`src/design/aldd_pkg.sv`:
```
`timescale 1ns / 1ps

package aldd_pkg;

  localparam int unsigned CfgIdxW = 3;
  localparam int unsigned CfgDataW = 12;
  localparam int unsigned SkipW = 12;
  localparam int unsigned CountW = 32;
  localparam int unsigned CharW = 8;

  typedef enum logic [CfgIdxW-1:0] {
    CFG_COUNT_MODE    = 3'd0,
    CFG_SHOW_REPEATED = 3'd1,
    CFG_SHOW_UNIQUE   = 3'd2,
    CFG_SKIP_FIELDS   = 3'd3,
    CFG_SKIP_CHARS    = 3'd4
  } cfg_idx_e;

  typedef struct packed {
    logic [CountW-1:0] group_count;
    logic              print_with_count;
    logic              print_line;
    logic              key_truncated;
  } result_t;

  localparam logic [CharW-1:0] CharSpace = 8'd32;
  localparam logic [CharW-1:0] CharTab = 8'd9;
  localparam logic [CharW-1:0] CharCr = 8'd13;

endpackage

```
`src/design/aldd_result_q.sv`:
```
`timescale 1ns / 1ps

module aldd_result_q (
  input  logic              clk_i,
  input  logic              rst_ni,
  input  logic              push_i,
  input  aldd_pkg::result_t push_data_i,
  output logic              full_o,
  output logic              out_valid_o,
  input  logic              out_ready_i,
  output aldd_pkg::result_t out_data_o
);

  aldd_pkg::result_t entry_q [2];
  logic       wr_ptr_q, wr_ptr_d;
  logic       rd_ptr_q, rd_ptr_d;
  logic [1:0] count_q, count_d;
  logic       pop;

  assign pop         = out_valid_o && out_ready_i;
  assign full_o      = (count_q == 2'd2);
  assign out_valid_o = (count_q != 2'd0);
  assign out_data_o  = entry_q[rd_ptr_q];

  always_comb begin
    wr_ptr_d = wr_ptr_q ^ push_i;
    rd_ptr_d = rd_ptr_q ^ pop;
    count_d  = count_q + {1'b0, push_i} - {1'b0, pop};
  end

  always_ff @(posedge clk_i or negedge rst_ni) begin
    if (!rst_ni) begin
      wr_ptr_q <= 1'b0;
      rd_ptr_q <= 1'b0;
      count_q  <= 2'd0;
    end else begin
      wr_ptr_q <= wr_ptr_d;
      rd_ptr_q <= rd_ptr_d;
      count_q  <= count_d;
    end
  end

  always_ff @(posedge clk_i) begin
    if (push_i) begin
      entry_q[wr_ptr_q] <= push_data_i;
    end
  end

endmodule

```
`config.mk`:
```
export PLATFORM = sky130hd
export DESIGN_NAME = aldd_result_q
export DESIGN_NICKNAME = d
export VERILOG_FILES = /design/src/design/aldd_pkg.sv /design/src/design/aldd_result_q.sv
export SDC_FILE = /design/constraint.sdc
export NUM_CORES = 1
export LEC_CHECK = 0
export ABC_AREA = 1
export ABC_CLOCK_PERIOD_IN_PS = 1800
export BUFFER_PORTS_ARGS = -buffer_cell sky130_fd_sc_hd__buf_2
export CAP_MARGIN = 40
export CELL_PAD_IN_SITES_DETAIL_PLACEMENT = 0
export CELL_PAD_IN_SITES_GLOBAL_PLACEMENT = 1
export CORE_MARGIN = 4
export CORE_UTILIZATION = 37
export DETAILED_ROUTE_END_ITERATION = 12
export GPL_TIMING_DRIVEN = 0
export PLACE_DENSITY_LB_ADDON = 0.12
export SETUP_SLACK_MARGIN = 0.05
export SLEW_MARGIN = 40
export SYNTH_ARGS = -nofsm -noshare
export SYNTH_HDL_FRONTEND = slang
export SYNTH_SLANG_ARGS = --single-unit
```
`constraint.sdc`:
```
create_clock -name clk_i -period 1.8 [get_ports clk_i]
set_input_delay 0.09 -clock clk_i [delete_from_list [all_inputs] [get_ports clk_i]]
set_output_delay 0.09 -clock clk_i [all_outputs]
set_load 0.01 [all_outputs]
```
==> summary.md, run 1 <==
| Metric | Value |
|---|---|
| Status | `finished clean` |
| Core area | `7370 um^2` |
| Clk root buf | `clkbuf_8` |
| Setup CP Type | `flip-flop to output pin` |
| # Max-Cap Violations | `0` |
| Crit. End Element | `output pin` |
| Largest net degree at the start of global routing | `36` |
| Worst R2R Start | `count_q[1]$_DFF_PN0_` |
| Final ANT Viol Nets | `0` |
| Relative slew margins | `65.7%` |
| Placer Congestion | `0.747` |
| Post-synthesis mux area share | `0%` |
| Post-Route WL | `5.33 mm` |
| Largest family of logic cells by synthesized area | `simple AND/OR/NAND/NOR gates` |
| Final setup viols | `0` |
| Total GRT Usage | `12.3%` |
| Vias per cell | `4.25` |
| Core Rows | `31` |
| Area occupied by multi-input gates | `542 um^2` |
| I/O Buffers | `75` |
| Vias in the first global route | `1852` |
| Diode count | `0` |
| Layout cell share with drive strength beyond 1 | `32.5%` |
| FF-to-FF setup slack | `0.38 ns` |
| Worst Path Arrival | `1.36 ns` |
| Drt initial violations | `35` |
| Max-slew violation count | `0` |
| Worst flop-to-flop path endpoint | `count_q[1]$_DFF_PN0_` |
| Cells on worst reg2reg path | `10` |
| Compound-cell area share of the yosys netlist | `0%` |
| #FFs+latches synth | `74` |
| Post-Synth Adder-Cell Area | `1.76%` |
| Grt total ovfl | `0` |
| Synth unique cells | `12` |
| Worst Hold Depth | `3` |
| # clock sinks | `74` |
| HPWL after detailed placement | `3.27 mm` |
| Worst Setup Slack, final | `0.348 ns` |
| Fin crit period | `1.45 ns` |
| Commonest non-fill, non-tap cell in the layout | `nand2_1` |
| Routed via count | `1856` |
| CTS buffer count | `9` |
| Simple-Gate Fraction of Synth Area | `16.4%` |
| IO Count | `76` |
| Post-synthesis net count | `254` |
| TritonCTS clock tree | `done` |
| Final hold viol count | `0` |
| RSZ-0062 raised after global routing | `no` |
| VDD IR-drop max | `0.000834 V` |
| Drt first pass iters | `5` |
| Placed cell count | `385` |
| Setup WS pre-CTS | `0.397 ns` |
| Post-layout util | `53.2%` |
| Die area | `9140 um^2` |
| Post-synthesis xor/xnor area fraction | `0%` |
| Synth Area per Inst | `13.5 um^2` |
| Crit share post-route | `80.6%` |
| Synth Cell Area | `2840 um^2` |
| Post-Synthesis Cells | `211` |
| # fillers | `638` |
| Area Growth Syn to Fin | `38.0%` |
| Fmax achieved | `689 MHz` |
| Register area | `2200 um^2` |
| Initial Utilization | `38.5%` |
| Nets | `376` |
| WL per Instance | `12.2 um` |
| # DRC | `0` |
| Initial antenna violation count | `0` |
| Worst setup SP type | `flip-flop` |
| Crit Path Max Fanout | `10` |
| Worst skew pair latency | `0.33 ns` |
| Die width | `95.6 um` |
| Layout Cells excl Fill | `437` |
| Post-CTS resize count | `0` |
| Least-Margin Pin Slew | `0.515 ns` |
| Sequential area share after synthesis | `77.5%` |
| Critical Path RT | `1.71 ns` |
| Postcts setup bufs | `0` |
| Power Density | `1430 nW/um^2` |
| WHS Endpoint | `rd_ptr_q$_DFF_PN0_` |
| Hold Path Class | `input port to flip-flop` |
| Leakage | `1.71 nW` |
| Die height | `95.6 um` |
| Hold Crit Start | `out_ready_i` |
| First-pass GRT wire length | `8.18 mm` |
| Clk buf depth | `2` |
| CTS clock-pin slew for the worst setup and hold paths | `0.07 ns` |
| Htree depth | `3` |
| Most frequent cells in the layout | `nand2_1 (104), buf_2 (75), edfxtp_1 (70), dlygate4sd3_1 (36), nand2_2 (10)` |
| Synth warnings | `0` |
| Cts hold-fix bufs | `36` |
| Fin Clk Skew | `0.00426 ns` |
synth_stat cells:
library cell	instances	share of area, %
dfrtp_1	4	3.5
buf_12	1	0.70
nand3_1	2	0.35
edfxtp_1	70	74
nand2_2	10	2.2
inv_1	8	1.1
nand2_1	104	14
buf_6	4	1.6
nor2_1	1	0.13
inv_8	1	0.40
buf_4	2	0.53
ha_1	4	1.8
how the worst max path moves through the flow:
stage / start / endpoint / slack [ns] / cells after the start
floorplan: wr_ptr_q$_DFF_PN0_ / entry_q[0][0]$_DFFE_PP_ / 0.1 / 2
global placement: wr_ptr_q$_DFF_PN0_ / entry_q[0][20]$_DFFE_PP_ / -0.43 / 2
detailed placement: count_q[1]$_DFF_PN0_ / count_q[1]$_DFF_PN0_ / 0.40 / 9
CTS: rd_ptr_q$_DFF_PN0_ / out_data_o[27] / 0.30 / 6
global route: count_q[1]$_DFF_PN0_ / count_q[1]$_DFF_PN0_ / 0.25 / 9
finish: rd_ptr_q$_DFF_PN0_ / out_data_o[21] / 0.35 / 6
metrics by stage:
step	hold WS, ns	power [mW]	area, um^2	setup TNS, ns
final	0.0245	5.61	3920	0
after global routing	0.0473	6.02	3920	0
after CTS	0.00706	5.72	3920	0
after detailed placement	-0.0958	4.44	3360	0
after global placement	-0.0937	4.40	3340	-27.50
after floorplan	-0.206	3.64	2840	0
cell families after synthesis:
group,Yosys count
and+or+nand+nor,117
adders and majority gates,4
DFF,74
buffers and inverters,16
state kept, by name, summed over array words and instances, names as in the netlist:
register / count
rd_ptr_q: 1
count_q: 2
entry_q: 70
wr_ptr_q: 1
per-layer routing:
layer | up-vias | share of wire, % | global-route usage, %
met5 | - | 0 | 0
met4 | 0 | 1.5 | 6.40
met3 | 7 | 6.0 | 3.71
met2 | 47 | 51 | 21.8
met1 | 852 | 41 | 13.1
li1 | 950 | - | -
cell type report:
class / instances / share of cell area (%)
buffer: 7 / 2.04
clock buffer: 9 / 3.16
clock inverter: 7 / 1.79
inverter: 9 / 1.05
multi-input combinational: 121 / 13.8
sequential: 74 / 56.2
tap: 99 / 3.16
timing repair buffer: 111 / 18.8
where the power goes:
group | internal, mW | leakage (nW) | switching, mW | total (mW)
logic | 0.801 | 0.915 | 1.21 | 2.01
registers | 2.29 | 0.704 | 0.0876 | 2.38
clock network | 0.634 | 0.0889 | 0.586 | 1.22
total | 3.73 | 1.71 | 1.89 | 5.61
critical path, stage by stage, from the launching register on:
cell and delay [ns]:
dfrtp_1 0.38, buf_6 0.15, inv_8 0.09, buf_6 0.14
nand2_1 0.06, nand2_1 0.07, buf_2 0.13
No activity file was read; power rests on OpenSTA's default activity.
==> run 2, diff against run 1 <==
--- a/config.mk
+++ b/config.mk
@@ -6,13 +6,13 @@
 export NUM_CORES = 1
 export LEC_CHECK = 0
 export ABC_AREA = 1
-export ABC_CLOCK_PERIOD_IN_PS = 1800
+export ABC_CLOCK_PERIOD_IN_PS = 1500
 export BUFFER_PORTS_ARGS = -buffer_cell sky130_fd_sc_hd__buf_2
 export CAP_MARGIN = 40
 export CELL_PAD_IN_SITES_DETAIL_PLACEMENT = 0
 export CELL_PAD_IN_SITES_GLOBAL_PLACEMENT = 1
 export CORE_MARGIN = 4
-export CORE_UTILIZATION = 37
+export CORE_UTILIZATION = 41
 export DETAILED_ROUTE_END_ITERATION = 12
 export GPL_TIMING_DRIVEN = 0
 export PLACE_DENSITY_LB_ADDON = 0.12
==> constraint.sdc (replaced) <==
create_clock -name clk_i -period 1.5 [get_ports clk_i]
set_input_delay 0.075 -clock clk_i [delete_from_list [all_inputs] [get_ports clk_i]]
set_output_delay 0.075 -clock clk_i [all_outputs]
set_load 0.01 [all_outputs]
==> run 2 against run 1 <==
Critical path depth did not move. Non-clock buffer count rose by 3. Combinational power rose by 29%. Global-route usage rose by 1.1 points. Critical endpoint unchanged. Highest routed layer unchanged.
==> summary.md, run 2 (same netlist as run 1, synthesis figures left out) <==
| Metric | Value |
|---|---|
| Final setup viols | `0 (unchanged)` |
| Most flops, register | `entry_q (unchanged)` |
| Clk root buf | `clkbuf_8 (unchanged)` |
| Met2 routed WL | `2.56 mm (was 2.73 mm)` |
| Status | `finished clean (unchanged)` |
| Htree depth | `3 (unchanged)` |
| Largest net degree at the start of global routing | `36 (unchanged)` |
| Core area | `6760 um^2 (was 7370 um^2)` |
| RSZ-0062 raised after global routing | `yes (was no)` |
| Critical Path RT | `1.42 ns (was 1.71 ns)` |
| Drt initial violations | `36 (was 35)` |
| Final hold viol count | `0 (unchanged)` |
| Hold Path Class | `input port to async pin (was input port to flip-flop)` |
| Final ANT Viol Nets | `0 (unchanged)` |
| Layout cell share with drive strength beyond 1 | `35.0% (was 32.5%)` |
| Relative slew margins | `65.5% (was 65.7%)` |
| CTS clock-pin slew for the worst setup and hold paths | `0.07 ns (about the same)` |
| Max-slew violation count | `0 (unchanged)` |
| Worst R2R Start | `wr_ptr_q$_DFF_PN0_ (was count_q[1]$_DFF_PN0_)` |
| Initial antenna violation count | `0 (unchanged)` |
| Crit Path Max Fanout | `10 (unchanged)` |
| Core Rows | `30 (was 31)` |
| Met3 WL | `276 um (was 317 um)` |
| Fin Clk Skew | `0.00746 ns (was 0.00426 ns)` |
| Worst Path Arrival | `1.30 ns (was 1.36 ns)` |
| Initial Utilization | `42.0% (was 38.5%)` |
| Fin crit period | `1.37 ns` |
| Leakage | `1.78 nW (was 1.71 nW)` |
| Max reg flops | `70 (unchanged)` |
| IO Count | `76 (unchanged)` |
| Vias per cell | `4.39 (was 4.25)` |
| Clk buf depth | `2 (unchanged)` |
| Die height | `91.2 um (was 95.6 um)` |
| Largest registers | `entry_q (70), count_q (2) (unchanged)` |
| Crit. End Element | `output pin (unchanged)` |
| Met1 WL | `2.27 mm (was 2.20 mm)` |
| Cells on worst reg2reg path | `2 (was 10)` |
| HPWL after detailed placement | `3.19 mm (was 3.27 mm)` |
| Grt total ovfl | `0 (unchanged)` |
| # DRC | `0 (unchanged)` |
| Post-Route WL | `5.19 mm (was 5.33 mm)` |
| Fmax achieved | `729 MHz` |
| Commonest non-fill, non-tap cell in the layout | `nand2_1 (unchanged)` |
| Vias in the first global route | `1879 (was 1852)` |
| Routed via count | `1845 (was 1856)` |
| # Max-Cap Violations | `0 (unchanged)` |
| VDD IR-drop max | `0.000844 V (was 0.000834 V)` |
| CTS buffer count | `9 (unchanged)` |
| Drt first pass iters | `4 (was 5)` |
| WL per Instance | `12.4 um (was 12.2 um)` |
| Top sig layer | `met4 (unchanged)` |
| Placer Congestion | `0.743 (was 0.747)` |
| I/O Buffers | `75 (unchanged)` |
| Power Density | `1830 nW/um^2 (was 1430 nW/um^2)` |
| FF-to-FF setup slack | `0.14 ns (was 0.38 ns)` |
| Layout Cells excl Fill | `420 (was 437)` |
| First-pass GRT wire length | `8.71 mm (was 8.18 mm)` |
| Setup CP Type | `flip-flop to output pin (unchanged)` |
| Most frequent cells in the layout | `nand2_1 (99), buf_2 (73), edfxtp_1 (70), dlygate4sd3_1 (37), nand2_2 (15) (was nand2_1 (104), buf_2 (75), edfxtp_1 (70), dlygate4sd3_1 (36), nand2_2 (10))` |
| Worst flop-to-flop path endpoint | `entry_q[0][9]$_DFFE_PP_ (was count_q[1]$_DFF_PN0_)` |
| Least-Margin Pin Slew | `0.517 ns (was 0.515 ns)` |
| Post-layout util | `59.8% (was 53.2%)` |
| Worst Setup Slack, final | `0.128 ns (was 0.348 ns)` |
| Area Growth Syn to Fin | `42.2% (was 38.0%)` |
| Die area | `8320 um^2 (was 9140 um^2)` |
| Diode count | `0 (unchanged)` |
| Die width | `91.2 um (was 95.6 um)` |
| # clock sinks | `74 (unchanged)` |
| Nets | `379 (was 376)` |
| Placed cell count | `366 (was 385)` |
| Setup WS pre-CTS | `0.107 ns (was 0.397 ns)` |
| Crit share post-route | `91.5%` |
| TritonCTS clock tree | `done (unchanged)` |
| Total GRT Usage | `13.4% (was 12.3%)` |
| Worst skew pair latency | `0.33 ns (about the same)` |
| Worst setup SP type | `flip-flop (unchanged)` |
-- run 2: cell types whose count changed in the layout (fill, tap and decap cells not counted), moves of 2 or more --
| cell | before | now |
|---|---|---|
| nand2_1 | 104 | 99 |
| nand2_2 | 10 | 15 |
| bufinv_16 | 1 | 4 |
| clkinvlp_4 | 3 | 0 |
| buf_12 | 1 | 3 |
| buf_2 | 75 | 73 |
| inv_1 | 8 | 6 |
| inv_2 | 0 | 2 |
-- run 2: report_power, final --
group	leakage (nW)	switching, mW	total, mW	internal, mW
Combinational	0.943	1.48	2.60	1.12
Sequential	0.704	0.112	2.87	2.75
Clock	0.129	0.683	1.94	1.26
-- run 2: worst max-delay path by stage --
stage	start	endpoint
floorplan	count_q[1]$_DFF_PN0_	count_q[1]$_DFF_PN0_
global placement	wr_ptr_q$_DFF_PN0_	entry_q[0][17]$_DFFE_PP_
detailed placement	count_q[1]$_DFF_PN0_	count_q[1]$_DFF_PN0_
CTS	rd_ptr_q$_DFF_PN0_	out_data_o[21]
global route	rd_ptr_q$_DFF_PN0_	out_data_o[29]
finish	rd_ptr_q$_DFF_PN0_	out_data_o[21]
-- run 2: layout make-up --
| class | instances | area, um^2 |
|---|---|---|
| fill | 552 | 2720 |
| sequential | 74 | 2200 |
| timing repair buffer | 114 | 786 |
| multi-input combinational | 121 | 554 |
| clock inverter | 6 | 130 |
| clock buffer | 9 | 124 |
| tap | 80 | 100 |
| buffer | 7 | 96.3 |
| inverter | 9 | 46.3 |
-- run 2: repair_timing --
action,in CTS,in global routing
gates resized for setup,0,14
hold endpoints to repair,75,0
hold buffers,37,0
endpoints found under the setup margin,3,31
buffers inserted,0,2
-- run 2: metal layers --
layer / up-vias / global-route usage [%]
met2: 49 / 22.9
met4: 0 / 5.90
met5: - / 0
li1: 952 / -
met1: 835 / 15.5
met3: 9 / 4.23
-- run 2: critical path, cell delays in order (launching register included) --
cell	delay [ns]
dfrtp_1	0.34
buf_6	0.15
clkinv_8	0.08
buf_8	0.14
nand2_1	0.06
nand2_1	0.06
buf_2	0.14
-- run 2: per-stage QoR --
stage          hold slack, ns  total power [mW]  setup TNS [ns]  cell area [um^2]
2_1_floorplan          -0.221              4.37               0              2850
3_3_place_gp           -0.111              5.24           -5.68              3320
3_5_place_dp           -0.109              5.30               0              3340
4_1_cts                0.0583              7.30               0              3970
5_1_grt                0.0777              7.90               0              4040
6_report               0.0702              7.40               0              4040
